<file path="config.mk">
export PLATFORM = sky130hd
export DESIGN_NAME = depth_to_rgb_pixel_encoder_flat
export DESIGN_NICKNAME = d
export VERILOG_FILES = /design/src/sv/dtre_pkg.sv /design/src/sv/dtre_if.sv /design/src/sv/dtre_prep.sv /design/src/sv/dtre_div_cell.sv /design/src/sv/depth_to_rgb_pixel_encoder.sv /design/src/flat_wrapper.sv
export VERILOG_INCLUDE_DIRS = /design/src /design/src/sv
export SDC_FILE = /design/constraint.sdc
export NUM_CORES = 2
export LEC_CHECK = 0
export ABC_AREA = 1
export BUFFER_PORTS_ARGS = -buffer_cell sky130_fd_sc_hd__buf_4
export CORE_MARGIN = 2
export CORE_UTILIZATION = 65
export DETAILED_ROUTE_END_ITERATION = 7
export PLACE_DENSITY = 0.91
export SYNTH_ARGS = -nofsm -noshare
export SYNTH_HDL_FRONTEND = slang
export SYNTH_SLANG_ARGS = --single-unit
</file>
<file path="constraint.sdc">
create_clock -name clk -period 12.5 [get_ports clk]
set_input_delay 1.875 -clock clk [delete_from_list [all_inputs] [get_ports clk]]
set_output_delay 1.875 -clock clk [all_outputs]
set_load 0.02 [all_outputs]
</file>
<file path="src/sv/depth_to_rgb_pixel_encoder_assert.svh">
// ----------------------------------------------------------------------------
// Depth-to-RGB encoder assertion macros
// Concurrent checks sampled on clk and held off while rst_n is low.
// ----------------------------------------------------------------------------
`ifndef DEPTH_TO_RGB_PIXEL_ENCODER_ASSERT_SVH
`define DEPTH_TO_RGB_PIXEL_ENCODER_ASSERT_SVH

// Consequent must hold in the same cycle as the antecedent
`define DTRE_ASSERT_SAME(lbl, ante, cons, msg) \
  lbl: assert property (@(posedge clk) disable iff (!rst_n) (ante) |-> (cons)) \
    else $error(msg);

// Consequent must hold in the cycle after the antecedent
`define DTRE_ASSERT_NEXT(lbl, ante, cons, msg) \
  lbl: assert property (@(posedge clk) disable iff (!rst_n) (ante) |=> (cons)) \
    else $error(msg);

`endif

</file>
<file path="src/sv/dtre_pkg.sv">
// ----------------------------------------------------------------------------
// Depth-to-RGB encoder package
// Widths, encoding constants, register indexes and the pipeline word type.
// ----------------------------------------------------------------------------
package dtre_pkg;

  // Field widths
  localparam int DEPTH_W    = 16;
  localparam int BYTE_W     = 8;
  localparam int MODE_W     = 2;
  localparam int CFG_IDX_W  = 2;
  localparam int CFG_DATA_W = 16;

  // Divider geometry: eight quotient bits, one per cell
  localparam int QUO_W     = 8;
  localparam int DEN_W     = 22;
  localparam int REM_W     = DEN_W + QUO_W;
  localparam int NUM_CELLS = QUO_W;

  // Encoding constants
  localparam int DEPTH_MIN   = 100;
  localparam int DEPTH_MAX   = 2047;
  localparam int GRAY_SCALE  = 25500;
  localparam int GRAY_SPAN   = DEPTH_MAX - DEPTH_MIN;
  localparam int BYTE_MAX    = 255;
  localparam int ADAPT_DEN   = 2 * DEPTH_MAX;
  localparam int PERIOD      = 1024;
  localparam int PERIOD_HALF = PERIOD / 2;
  localparam int RED_OFFSET  = 256;
  localparam int TRI_SHIFT   = 9;
  localparam int PHASE_W     = 10;
  localparam int HPOS_W      = 12;

  // Encoding modes
  localparam logic [MODE_W-1:0] MODE_GRAY  = 2'd0;
  localparam logic [MODE_W-1:0] MODE_RAW   = 2'd1;
  localparam logic [MODE_W-1:0] MODE_ADAPT = 2'd2;

  // Register indexes
  localparam logic [CFG_IDX_W-1:0] CFG_IDX_MODE = 2'd0;
  localparam logic [CFG_IDX_W-1:0] CFG_IDX_LCV  = 2'd1;

  // Word carried down the cell row
  typedef struct packed {
    logic [REM_W-1:0]  rem;
    logic [DEN_W-1:0]  den;
    logic [QUO_W-1:0]  quo;
    logic              q_to_b;
    logic              q_to_gr;
    logic [BYTE_W-1:0] b;
    logic [BYTE_W-1:0] g;
    logic [BYTE_W-1:0] r;
    logic              frame_end;
  } stage_t;

endpackage

</file>
<file path="src/sv/dtre_if.sv">
// ----------------------------------------------------------------------------
// Depth-to-RGB encoder channel interfaces
// Valid/ready channels for depth words in and pixel words out.
// ----------------------------------------------------------------------------
interface dtre_in_if;
  logic                         valid;
  logic                         ready;
  logic [dtre_pkg::DEPTH_W-1:0] depth;
  logic                         frame_end_in;

  modport source (output valid, depth, frame_end_in, input ready);
  modport sink (input valid, depth, frame_end_in, output ready);
endinterface

interface dtre_out_if;
  logic                        valid;
  logic                        ready;
  logic [dtre_pkg::BYTE_W-1:0] blue;
  logic [dtre_pkg::BYTE_W-1:0] green;
  logic [dtre_pkg::BYTE_W-1:0] red;
  logic                        frame_end_out;

  modport source (output valid, blue, green, red, frame_end_out, input ready);
  modport sink (input valid, blue, green, red, frame_end_out, output ready);
endinterface

</file>
<file path="src/sv/dtre_prep.sv">
// ----------------------------------------------------------------------------
// Depth-to-RGB encoder front stage
// Decodes mode and depth range, forms divider operands and the fixed bytes.
// ----------------------------------------------------------------------------
`include "depth_to_rgb_pixel_encoder_assert.svh"

module dtre_prep (
  input  logic                          clk,
  input  logic                          rst_n,
  dtre_in_if.sink                       in_ch,
  input  logic [dtre_pkg::MODE_W-1:0]   mode,
  input  logic [dtre_pkg::DEPTH_W-1:0]  lcv,
  input  logic                          dn_take,
  output logic                          valid_o,
  output dtre_pkg::stage_t              data_o
);

  logic                           valid_r;
  logic                           valid_nxt;
  dtre_pkg::stage_t               data_r;
  dtre_pkg::stage_t               data_nxt;
  logic                           take;
  logic                           in_range;
  logic                           near;
  logic [10:0]                    d11;
  logic [10:0]                    span;
  logic [dtre_pkg::HPOS_W-1:0]    hpos;
  logic [dtre_pkg::HPOS_W-1:0]    roff;
  logic [dtre_pkg::REM_W-1:0]     gray_num;
  logic [dtre_pkg::DEN_W-1:0]     gray_den;
  logic [dtre_pkg::REM_W-1:0]     adapt_num;
  logic [dtre_pkg::BYTE_W-1:0]    tri_g;
  logic [dtre_pkg::BYTE_W-1:0]    tri_r;

  // Fold a phase into a triangle and scale it to a byte
  function automatic logic [dtre_pkg::BYTE_W-1:0] tri_byte(
    input logic [dtre_pkg::PHASE_W-1:0] t
  );
    logic [dtre_pkg::PHASE_W:0]                      fold;
    logic [dtre_pkg::BYTE_W+dtre_pkg::TRI_SHIFT-1:0] prod;
    if (t > dtre_pkg::PHASE_W'(dtre_pkg::PERIOD_HALF)) begin
      fold = (dtre_pkg::PHASE_W+1)'(dtre_pkg::PERIOD) - {1'b0, t};
    end else begin
      fold = {1'b0, t};
    end
    prod = (dtre_pkg::BYTE_W+dtre_pkg::TRI_SHIFT)'(dtre_pkg::BYTE_MAX)
         * (dtre_pkg::BYTE_W+dtre_pkg::TRI_SHIFT)'(fold);
    return prod[dtre_pkg::BYTE_W+dtre_pkg::TRI_SHIFT-1:dtre_pkg::TRI_SHIFT];
  endfunction

  // Range decode
  assign in_range = in_ch.depth <= dtre_pkg::DEPTH_W'(dtre_pkg::DEPTH_MAX);
  assign near     = in_ch.depth < dtre_pkg::DEPTH_W'(dtre_pkg::DEPTH_MIN);
  assign d11      = in_ch.depth[10:0];
  assign span     = 11'(dtre_pkg::DEPTH_MAX) - d11;

  // Grayscale operands: inverse depth scaled to a byte
  assign gray_num = dtre_pkg::REM_W'(dtre_pkg::GRAY_SCALE) * dtre_pkg::REM_W'(span);
  assign gray_den = dtre_pkg::DEN_W'(dtre_pkg::GRAY_SPAN) * dtre_pkg::DEN_W'(d11);

  // Adaptive: half-unit position, red phase mirrored below the offset
  assign hpos      = {d11, 1'b1};
  assign roff      = (hpos >= dtre_pkg::HPOS_W'(dtre_pkg::RED_OFFSET))
                   ? hpos - dtre_pkg::HPOS_W'(dtre_pkg::RED_OFFSET)
                   : dtre_pkg::HPOS_W'(dtre_pkg::RED_OFFSET) - hpos;
  assign adapt_num = dtre_pkg::REM_W'(dtre_pkg::BYTE_MAX) * dtre_pkg::REM_W'(hpos);
  assign tri_g     = tri_byte(hpos[dtre_pkg::PHASE_W-1:0]);
  assign tri_r     = tri_byte(roff[dtre_pkg::PHASE_W-1:0]);

  // Build the word for the divider row
  always_comb begin
    data_nxt           = '0;
    data_nxt.frame_end = in_ch.frame_end_in;
    if (in_ch.depth != lcv) begin
      case (mode)
        dtre_pkg::MODE_GRAY: begin
          if (near) begin
            data_nxt.b = dtre_pkg::BYTE_W'(dtre_pkg::BYTE_MAX);
            data_nxt.g = dtre_pkg::BYTE_W'(dtre_pkg::BYTE_MAX);
            data_nxt.r = dtre_pkg::BYTE_W'(dtre_pkg::BYTE_MAX);
          end else if (in_range) begin
            data_nxt.rem     = gray_num;
            data_nxt.den     = gray_den;
            data_nxt.q_to_b  = 1'b1;
            data_nxt.q_to_gr = 1'b1;
          end
        end
        dtre_pkg::MODE_RAW: begin
          data_nxt.b = {in_ch.depth[15:10], 2'b00};
          data_nxt.g = {in_ch.depth[9:5], 3'b000};
          data_nxt.r = {in_ch.depth[4:0], 3'b000};
        end
        dtre_pkg::MODE_ADAPT: begin
          if (in_range) begin
            data_nxt.rem    = adapt_num;
            data_nxt.den    = dtre_pkg::DEN_W'(dtre_pkg::ADAPT_DEN);
            data_nxt.q_to_b = 1'b1;
            data_nxt.g      = tri_g;
            data_nxt.r      = tri_r;
          end
        end
        default: begin
        end
      endcase
    end
  end

  // Advance when empty or when the next cell takes our word
  assign take        = !valid_r || dn_take;
  assign in_ch.ready = take;
  assign valid_nxt   = take ? in_ch.valid : valid_r;

  always_ff @(posedge clk) begin
    if (!rst_n) begin
      valid_r <= 1'b0;
    end else begin
      valid_r <= valid_nxt;
    end
  end

  always_ff @(posedge clk) begin
    if (take && in_ch.valid) begin
      data_r <= data_nxt;
    end
  end

  assign valid_o = valid_r;
  assign data_o  = data_r;

  `DTRE_ASSERT_NEXT(a_lowconf_zero,
    in_ch.valid && take && (in_ch.depth == lcv),
    valid_r && !data_r.q_to_b && !data_r.q_to_gr
      && (data_r.b == '0) && (data_r.g == '0) && (data_r.r == '0),
    "low-confidence word not forced to zero")
  `DTRE_ASSERT_SAME(a_den_nonzero, valid_r && data_r.q_to_b, data_r.den != '0,
    "divider word with zero denominator")

endmodule

</file>
<file path="src/sv/dtre_div_cell.sv">
// ----------------------------------------------------------------------------
// Depth-to-RGB encoder divider cell
// One restoring-division step: resolve one quotient bit, pass the word on.
// ----------------------------------------------------------------------------
`include "depth_to_rgb_pixel_encoder_assert.svh"

module dtre_div_cell (
  input  logic             clk,
  input  logic             rst_n,
  input  logic             up_valid,
  input  dtre_pkg::stage_t up_data,
  input  logic             dn_take,
  output logic             take,
  output logic             valid_o,
  output dtre_pkg::stage_t data_o
);

  logic                       valid_r;
  logic                       valid_nxt;
  dtre_pkg::stage_t           data_r;
  dtre_pkg::stage_t           data_nxt;
  logic [dtre_pkg::REM_W-1:0] trial;
  logic [dtre_pkg::REM_W-1:0] diff;
  logic                       fits;
  logic [dtre_pkg::REM_W-1:0] rem_bound;

  // Compare against the denominator aligned to the top quotient bit
  assign trial = dtre_pkg::REM_W'({up_data.den, {(dtre_pkg::QUO_W-1){1'b0}}});
  assign fits  = up_data.rem >= trial;
  assign diff  = up_data.rem - trial;

  // Subtract if it fits, shift the remainder, shift in the quotient bit
  always_comb begin
    data_nxt     = up_data;
    data_nxt.rem = fits ? {diff[dtre_pkg::REM_W-2:0], 1'b0}
                        : {up_data.rem[dtre_pkg::REM_W-2:0], 1'b0};
    data_nxt.quo = {up_data.quo[dtre_pkg::QUO_W-2:0], fits};
  end

  // Advance when empty or when downstream takes our word
  assign take      = !valid_r || dn_take;
  assign valid_nxt = take ? up_valid : valid_r;

  always_ff @(posedge clk) begin
    if (!rst_n) begin
      valid_r <= 1'b0;
    end else begin
      valid_r <= valid_nxt;
    end
  end

  always_ff @(posedge clk) begin
    if (take && up_valid) begin
      data_r <= data_nxt;
    end
  end

  assign valid_o = valid_r;
  assign data_o  = data_r;

  // Remainder stays below the denominator scaled by the quotient range
  assign rem_bound = {data_r.den, {dtre_pkg::QUO_W{1'b0}}};

  `DTRE_ASSERT_SAME(a_rem_bound, valid_r && data_r.q_to_b, data_r.rem < rem_bound,
    "divider remainder out of range")
  `DTRE_ASSERT_NEXT(a_hold_stall, valid_r && !dn_take, valid_r && $stable(data_r),
    "stalled cell lost or changed its word")

endmodule

</file>
<file path="src/sv/depth_to_rgb_pixel_encoder.sv">
// Pipeline: a word accepted on in_ch passes the front stage, eight divider
// cells and the output register before it appears on out_ch.
// Throughput: one word per clock while out_ch is ready; a stalled output only
// backs up full stages, so bubbles in the row still let new words in.
// Reset: rst_n is synchronous, active low; clears all valid flags and sets
// mode_r and lcv_r to zero.
// ----------------------------------------------------------------------------
// Depth-to-RGB pixel encoder
// Encodes 16-bit depth words into B,G,R bytes through a row of divider cells.
// ----------------------------------------------------------------------------
module depth_to_rgb_pixel_encoder (
  input  logic                             clk,
  input  logic                             rst_n,
  dtre_in_if.sink                          in_ch,
  dtre_out_if.source                       out_ch,
  input  logic                             cfg_we,
  input  logic [dtre_pkg::CFG_IDX_W-1:0]   cfg_index,
  input  logic [dtre_pkg::CFG_DATA_W-1:0]  cfg_wdata
);

  logic [dtre_pkg::MODE_W-1:0]   mode_r;
  logic [dtre_pkg::MODE_W-1:0]   mode_nxt;
  logic [dtre_pkg::DEPTH_W-1:0]  lcv_r;
  logic [dtre_pkg::DEPTH_W-1:0]  lcv_nxt;

  logic [dtre_pkg::NUM_CELLS:0]   chain_valid;
  dtre_pkg::stage_t               chain_data [0:dtre_pkg::NUM_CELLS];
  logic [dtre_pkg::NUM_CELLS+1:1] take_v;

  logic                          out_take;
  logic                          out_valid_r;
  logic                          out_valid_nxt;
  logic [dtre_pkg::BYTE_W-1:0]   blue_r;
  logic [dtre_pkg::BYTE_W-1:0]   green_r;
  logic [dtre_pkg::BYTE_W-1:0]   red_r;
  logic                          fend_r;
  logic [dtre_pkg::BYTE_W-1:0]   blue_nxt;
  logic [dtre_pkg::BYTE_W-1:0]   green_nxt;
  logic [dtre_pkg::BYTE_W-1:0]   red_nxt;
  dtre_pkg::stage_t              last;

  // Configuration registers
  always_comb begin
    mode_nxt = mode_r;
    lcv_nxt  = lcv_r;
    if (cfg_we) begin
      case (cfg_index)
        dtre_pkg::CFG_IDX_MODE: mode_nxt = cfg_wdata[dtre_pkg::MODE_W-1:0];
        dtre_pkg::CFG_IDX_LCV:  lcv_nxt  = cfg_wdata[dtre_pkg::DEPTH_W-1:0];
        default: begin
        end
      endcase
    end
  end

  always_ff @(posedge clk) begin
    if (!rst_n) begin
      mode_r <= '0;
      lcv_r  <= '0;
    end else begin
      mode_r <= mode_nxt;
      lcv_r  <= lcv_nxt;
    end
  end

  // Front stage
  dtre_prep u_prep (
    .clk     (clk),
    .rst_n   (rst_n),
    .in_ch   (in_ch),
    .mode    (mode_r),
    .lcv     (lcv_r),
    .dn_take (take_v[1]),
    .valid_o (chain_valid[0]),
    .data_o  (chain_data[0])
  );

  // Row of divider cells, one quotient bit each
  for (genvar k = 0; k < dtre_pkg::NUM_CELLS; k++) begin : g_cell
    dtre_div_cell u_cell (
      .clk      (clk),
      .rst_n    (rst_n),
      .up_valid (chain_valid[k]),
      .up_data  (chain_data[k]),
      .dn_take  (take_v[k+2]),
      .take     (take_v[k+1]),
      .valid_o  (chain_valid[k+1]),
      .data_o   (chain_data[k+1])
    );
  end

  // Output register: pick quotient or fixed byte per colour
  assign last                        = chain_data[dtre_pkg::NUM_CELLS];
  assign out_take                    = !out_valid_r || out_ch.ready;
  assign take_v[dtre_pkg::NUM_CELLS+1] = out_take;
  assign out_valid_nxt = out_take ? chain_valid[dtre_pkg::NUM_CELLS] : out_valid_r;
  assign blue_nxt      = last.q_to_b  ? last.quo : last.b;
  assign green_nxt     = last.q_to_gr ? last.quo : last.g;
  assign red_nxt       = last.q_to_gr ? last.quo : last.r;

  always_ff @(posedge clk) begin
    if (!rst_n) begin
      out_valid_r <= 1'b0;
    end else begin
      out_valid_r <= out_valid_nxt;
    end
  end

  always_ff @(posedge clk) begin
    if (out_take && chain_valid[dtre_pkg::NUM_CELLS]) begin
      blue_r  <= blue_nxt;
      green_r <= green_nxt;
      red_r   <= red_nxt;
      fend_r  <= last.frame_end;
    end
  end

  assign out_ch.valid         = out_valid_r;
  assign out_ch.blue          = blue_r;
  assign out_ch.green         = green_r;
  assign out_ch.red           = red_r;
  assign out_ch.frame_end_out = fend_r;

endmodule

</file>
<file path="src/flat_wrapper.sv">
// flat-port wrapper written by rule: the top's interface ports become plain ports
module depth_to_rgb_pixel_encoder_flat 
  (clk, rst_n, cfg_we, cfg_index, cfg_wdata, in_ch_valid, in_ch_depth, in_ch_frame_end_in, in_ch_ready, out_ch_valid, out_ch_blue, out_ch_green, out_ch_red, out_ch_frame_end_out, out_ch_ready);
  dtre_in_if in_ch_i ();
  dtre_out_if out_ch_i ();
  input  logic clk;
  input  logic rst_n;
  input  logic cfg_we;
  input  logic [dtre_pkg::CFG_IDX_W-1:0] cfg_index;
  input  logic [dtre_pkg::CFG_DATA_W-1:0] cfg_wdata;
  input wire logic [$bits(in_ch_i.valid)-1:0] in_ch_valid;
  input wire logic [$bits(in_ch_i.depth)-1:0] in_ch_depth;
  input wire logic [$bits(in_ch_i.frame_end_in)-1:0] in_ch_frame_end_in;
  output wire logic [$bits(in_ch_i.ready)-1:0] in_ch_ready;
  output wire logic [$bits(out_ch_i.valid)-1:0] out_ch_valid;
  output wire logic [$bits(out_ch_i.blue)-1:0] out_ch_blue;
  output wire logic [$bits(out_ch_i.green)-1:0] out_ch_green;
  output wire logic [$bits(out_ch_i.red)-1:0] out_ch_red;
  output wire logic [$bits(out_ch_i.frame_end_out)-1:0] out_ch_frame_end_out;
  input wire logic [$bits(out_ch_i.ready)-1:0] out_ch_ready;
  assign in_ch_i.valid = in_ch_valid;
  assign in_ch_i.depth = in_ch_depth;
  assign in_ch_i.frame_end_in = in_ch_frame_end_in;
  assign in_ch_ready = in_ch_i.ready;
  assign out_ch_valid = out_ch_i.valid;
  assign out_ch_blue = out_ch_i.blue;
  assign out_ch_green = out_ch_i.green;
  assign out_ch_red = out_ch_i.red;
  assign out_ch_frame_end_out = out_ch_i.frame_end_out;
  assign out_ch_i.ready = out_ch_ready;
  depth_to_rgb_pixel_encoder u_core (.clk(clk), .rst_n(rst_n), .in_ch(in_ch_i), .out_ch(out_ch_i), .cfg_we(cfg_we), .cfg_index(cfg_index), .cfg_wdata(cfg_wdata));
endmodule
</file>
=== Yosys cells after proc, flatten, opt, wreduce, memory -nomap -nowiden ===
Cells that the tools add are included.

* Add/subtract/negate cells: 12
* Multiply operators: 5
* Magnitude comparators: 13
* Equality and inequality tests: 4
* Muxes and demuxes: 25
* Bitwise gates (word level): 2
* Reductions and logical operators: 35

{| class="wikitable"
|+ Operator list
! kind !! count
|-
| 30-bit by 29-bit greater-or-equal comparator with 1-bit output || 8
|-
| 30-bit two-way mux || 7
|-
| 29-bit subtractor || 7
|-
| 52-bit one-hot mux with 2 select lines || 1
|-
| 52-bit two-way mux || 1
|-
| 48-bit two-way mux || 1
|-
| 16-bit one-hot mux with 3 select lines || 1
|-
| 42-bit two-way mux || 1
|-
| 8-bit by 11-bit multiplier with 17-bit output (first input constant) || 2
|-
| 13-bit by 11-bit multiplier with 24-bit output (first input constant) || 1
|-
| 24-bit two-way mux || 1
|-
| 8-bit two-way mux || 3
|-
| 11-bit by 11-bit multiplier with 22-bit output (first input constant) || 1
|-
| 11-bit two-way mux || 2
|-
| 11-bit by 10-bit subtractor with 11-bit output (first input constant) || 2
|-
| 10-bit greater-than comparator (second input constant) || 2
|-
| 8-bit by 12-bit multiplier with 20-bit output (first input constant) || 1
|-
| 16-bit by 11-bit less-or-equal comparator with 1-bit output (second input constant) || 1
|-
| 16-bit by 7-bit less-than comparator with 1-bit output (second input constant) || 1
|-
| 16-bit two-way mux || 1
|-
| 16-bit != test || 1
|-
| 8-bit one-hot mux with 2 select lines || 1
|-
| 12-bit by 9-bit greater-or-equal comparator with 1-bit output (second input constant) || 1
|-
| 11-bit subtractor (first input constant) || 1
|-
| other kinds (15) || 47
|}

* Flip-flop bits (word level): 748
* Input bits: 40
* Logic and storage cells: 190

=== Logic depth before layout (Yosys ltp) ===
* Word-level depth: 12
* Mapped depth: 24
* Depth with buffers taken out: 22

=== By module ===
Synthesis repeated with hierarchy kept, for this count alone.

* Cells, all modules: 6,355
* Area, all modules: 55,135.4 um^2

{| class="wikitable"
|+ By module, submodules not included
! module !! times used !! cells each !! area each (um^2)
|-
| dtre_div_cell || 8 || 517 || 4,697.0
|-
| dtre_prep || 1 || 2,021 || 15,732.6
|-
| depth_to_rgb_pixel_encoder || 1 || 198 || 1,826.8
|}

=== Worst setup path after synthesis ===
No wires, ideal clock.

* Path kind: input-to-reg
* Start: in in_ch_depth[8]
* End: reg u_core.u_prep.data_r, in the netlist u_core.u_prep.data_o[8] (data pin)
* Setup time: 0.268 ns
* Data arrival time: 6.400 ns
* Setup slack: 5.832 ns
* Cell stages on the path: 22
* Path buffers: 2
* Cell sequence: buf_2 > inv_1 > ha_1 > buf_4 > xnor2_1 > xor2_1 > inv_1 > fa_1 > inv_1 > fa_1 > inv_1 > fa_1 > inv_1 > ha_1 > nand2_1 > nor2_1 > and2_1 > nand2_1 > nand2_1 > nand2_1 > nand3_1 > a21oi_1

* Longest elaborated chain between the ends: 7
* Elaborated cells on any way between the ends: 14
* Classes of those cells: 3 x add/sub; 1 x mul; 4 x order compare; 1 x eq/ne; 5 x mux

{| class="wikitable"
|+ Ends and longest elaborated chain
! element !! line !! source
|-
| start, declared || flat_wrapper.sv:12 || <nowiki>input wire logic [$bits(in_ch_i.depth)-1:0] in_ch_depth;</nowiki>
|-
| 9-bit by 10-bit subtractor with 10-bit output (tied with other cells) || dtre_prep.sv:65 || <nowiki>: dtre_pkg::HPOS_W'(dtre_pkg::RED_OFFSET) - hpos;</nowiki>
|-
| 10-bit two-way mux || dtre_prep.sv:64 || <nowiki>? hpos - dtre_pkg::HPOS_W'(dtre_pkg::RED_OFFSET)</nowiki>
|-
| 11-bit by 10-bit subtractor with 11-bit output / 10-bit greater-than comparator (equally long branches) || dtre_prep.sv:42, dtre_prep.sv:41 ||
|-
| 11-bit two-way mux || dtre_prep.sv:41 || <nowiki>if (t > dtre_pkg::PHASE_W'(dtre_pkg::PERIOD_HALF)) begin</nowiki>
|-
| 8-bit by 11-bit multiplier with 17-bit output || dtre_prep.sv:47 || <nowiki>* (dtre_pkg::BYTE_W+dtre_pkg::TRI_SHIFT)'(fold);</nowiki>
|-
| 16-bit two-way mux || dtre_prep.sv:94 || <nowiki>if (in_range) begin</nowiki>
|-
| 16-bit one-hot mux with 3 select lines || dtre_prep.sv:75 || <nowiki>case (mode)</nowiki>
|-
| end signal, assigned || dtre_prep.sv:123 || <nowiki>data_r <= data_nxt;</nowiki>
|-
| end, declared || dtre_prep.sv:20 || <nowiki>dtre_pkg::stage_t data_r;</nowiki>
|}

Parallel ways exist; a longest one is shown, timed or not.
A chain may end at the register's enable or synchronous reset.

=== Worst setup path after layout ===
Same ends and word-level chain as after synthesis.

==> impl_metrics.toml <==
[global_routing]
grt_pass1_vias = 39900
gr-total-overflow = 0
grt_start_max_net_pins = 79
grt_pass1_wl_microns = 214000
grt_util_all_layers_pct = 35.2
antenna_found_initial = 4

[power]
power_density_nw_per_um2 = 173
power.share.clock_pct = 24.3
power.internal_mw = 5.40
p_total_mw = 9.31
leakagePower_nw = 26.4
swShare_pct = 42.0
ir_drop_mv = 0.143
p_comb_share_pct = 46.9
switchingPower_mw = 3.91
p_seq_share_pct = 28.8

[die]
start_util_pct = 65.7
fp.dieW_microns = 281
dieHeight_microns = 281
design.portCount = 67
core_sq_um = 75800
die_area_sq_um = 78800
num_rows = 101

[setup_path]
critPathMaxFanout = 17
cp_common_cell = "inv_1"
cp_slowest_cell = "ha_1"
r2r_end = "u_core.g_cell[2].u_cell.data_o[72]$_DFFE_PP_"
path_cells = "buf_4 > inv_1 > ha_1 > xnor2_1 > ha_1 > inv_1 > fa_1 > inv_1 > fa_1 > inv_1 > fa_1 > inv_1 > ha_1 > nand2_1 > nor2_1 > and2_1 > nand2_1 > nand2_1 > nand2_1 > nand3_1 > a21oi_1"
cp-start-kind = "input port"
worstPathArrival_ns = 7.27
r2r_setup_slack_ns = 9.27
cpPeakStageDelay_ns = 0.96
r2r_start = "u_core.g_cell[1].u_cell.data_o[37]$_DFFE_PP_"
required_ns = 12.88
crit_path_end_kind = "register"
crit_type = "input port to register"
reg2regPathDepth = 10

[clock_network]
cts_sinks = 707
numCtsBuffers = 73
post-cts-setup-buffer-count = 0
root_buffer = "clkbuf_16"
hold_buffers = 0
h-tree-depth = 3
clockBufferDepth = 3
clock_latency_ns = 0.68
cts_resized = 0
path_clk_slew_ns = 0.07
cts_tree = "done"

[finish]
final_util_pct = 70.8
layout_common_cells = "nand2_1 (1,608), inv_1 (1,296), edfxtp_1 (679)"
final_common_cell = "nand2_1"
fin_nets = 6570
num_antenna_cells = 0
area_growth_pct = 7.90
final_area_sq_um = 53700
layout.cells.non_filler = 6949
drive_gt1_share_pct = 5.68

[run_status]
violations = "design-rule violations"
status = "finished, violations left"

[timing]
fin_crit_sh_pct = 55.1
setup_viol = 0
worst_pin_slew_ns = 1.25
drv_slew = 0
fin_tns_setup_ns = 0
whs_ns = 0.406
hold_viol = 0
relSlewSlack_pct = 15.9
worst_slack_ns = 5.61
finalCriticalPeriod_ns = 6.89
clock_skew_ns = 0.0403
fmax_ghz = 0.145
rsz0062_at_grt = "no"

[detailed_routing]
vias = 40000
drt-initial-drc-count = 4630
first_pass_iters = 8
wirelength_microns = 136000
wire_per_inst_microns = 19.6
postRouteAntennaNets = 0
vias_per_cell = 5.75
drc_errors = 1

[placement]
place_inst = 6816
gp_congestion = 1.05
place_ws_ns = 4.94
placed_area_sq_um = 51200
hpwl_microns = 103000
io_buffers = 66

[logic_synthesis]
synth_cells = 5818
synth_edf_count = 679
avgSynthCellArea_sq_um = 8.56
yosysWarningCount = 0
synth-seq-cells = 707
syn_nets = 6475
yosysUniqueCellTypes = 47
async_flop_share_pct = 0
synth_area_sq_um = 49800
yosysSeqAreaShare_pct = 42.1
synthFlopType = "edfxtp_1"

[hold_path]
hold_start = "u_core.g_cell[1].u_cell.data_o[24]$_DFFE_PP_"
hp-class = "register to register"
whs_endpoint = "u_core.g_cell[2].u_cell.data_o[24]$_DFFE_PP_"
hold_depth = 0

[run]
maxCapViolations = 0
power groups by stage:
stage	Combinational [mW]	Clock [mW]	Sequential [mW]
5_1_grt	4.90	2.36	2.69
3_5_place_dp	4.17	0	2.73
6_report	4.37	2.26	2.69
3_3_place_gp	4.07	0	2.73
4_1_cts	4.26	2.27	2.68
2_1_floorplan	3.15	0	2.71
worst max-delay path, delay by kind of cell:
family,cells,cell delay [ns]
buffers and inverters,6,0.89
and+or+nand+nor,7,0.74
AOI/OAI and AO/OA,1,0.06
xor gates and xnor gates,1,0.40
adders and majority gates,6,3.30
worst max-delay path by stage:
stage                              start                                    end  slack (ns)  cells past startpoint
after detailed placement  in_ch_depth[8]  u_core.u_prep.data_o[8]$_SDFFCE_PN0P_        4.94                     21
after floorplan           in_ch_depth[8]  u_core.u_prep.data_o[8]$_SDFFCE_PN0P_        5.83                     22
final                     in_ch_depth[8]  u_core.u_prep.data_o[8]$_SDFFCE_PN0P_        5.61                     21
after global placement    in_ch_depth[8]  u_core.u_prep.data_o[8]$_SDFFCE_PN0P_        5.00                     21
after CTS                 in_ch_depth[8]  u_core.u_prep.data_o[8]$_SDFFCE_PN0P_        5.60                     21
after global routing      in_ch_depth[8]  u_core.u_prep.data_o[8]$_SDFFCE_PN0P_        5.26                     21
final cells by class:
type	instances	area, sq um
Timing Repair Buffer	82	616
Inverter	1312	4920
Multi-Input combinational cell	3737	23500
Sequential cell	707	21000
Fill cell	5381	22100
Tap cell	978	1220
Clock inverter	52	619
Clock buffer	81	1860
cell families (layout without fill, tap and decap cells):
group,Yosys count,after routing,synth area share (%)
AO/OA/AOI/OAI,385,385,4.17
flip-flops,707,707,42.1
AND/OR/NAND/NOR,2618,2618,22.6
buffers and inverters,1374,1527,10.7
XOR/XNOR,117,117,2.06
adder cells (fa/ha/maj),617,617,18.3
cells in the mapped netlist (15+ instances only):
cell / number / area (sq um)
ha_1: 429 / 5370
edfxtp_1: 679 / 20400
xor2_1: 62 / 543
nor2_1: 377 / 1420
a21oi_1: 204 / 1020
nand3_2: 19 / 190
nand4_1: 131 / 820
o21ai_2: 23 / 201
xnor2_1: 55 / 482
nor3_1: 28 / 140
dfxtp_1: 28 / 561
nand2_1: 1608 / 6040
and2_1: 19 / 119
nand3b_1: 33 / 248
o21ai_1: 31 / 155
inv_1: 1300 / 4880
nand2_2: 32 / 200
buf_6: 15 / 169
nand3_1: 316 / 1580
buf_2: 15 / 75.1
fa_1: 188 / 3760
o21ai_0: 101 / 505
clkbuf_1: 18 / 67.6
nor2_2: 16 / 100
state kept, by name, summed over array words and instances (netlist names):
register and cells:
u_core.g_cell.u_cell.data_o 580, u_core.g_cell.u_cell.valid_o 8, u_core.lcv_r 16, u_core.mode_r 2
u_core.out_ch.blue 8, u_core.out_ch.frame_end_out 1, u_core.out_ch.green 8, u_core.out_ch.red 8
u_core.out_ch.valid 1, u_core.u_prep.data_o 74, u_core.u_prep.valid_o 1
layer usage:
metal,share of wire [%],track usage (%),up-vias
met3,9.9,7.72,593
met1,38,44.0,18500
met4,6.3,19.0,2
met2,46,57.5,2206
met5,0.0095,0,-
li1,-,-,18600
Power figures use the tool's default switching activity.
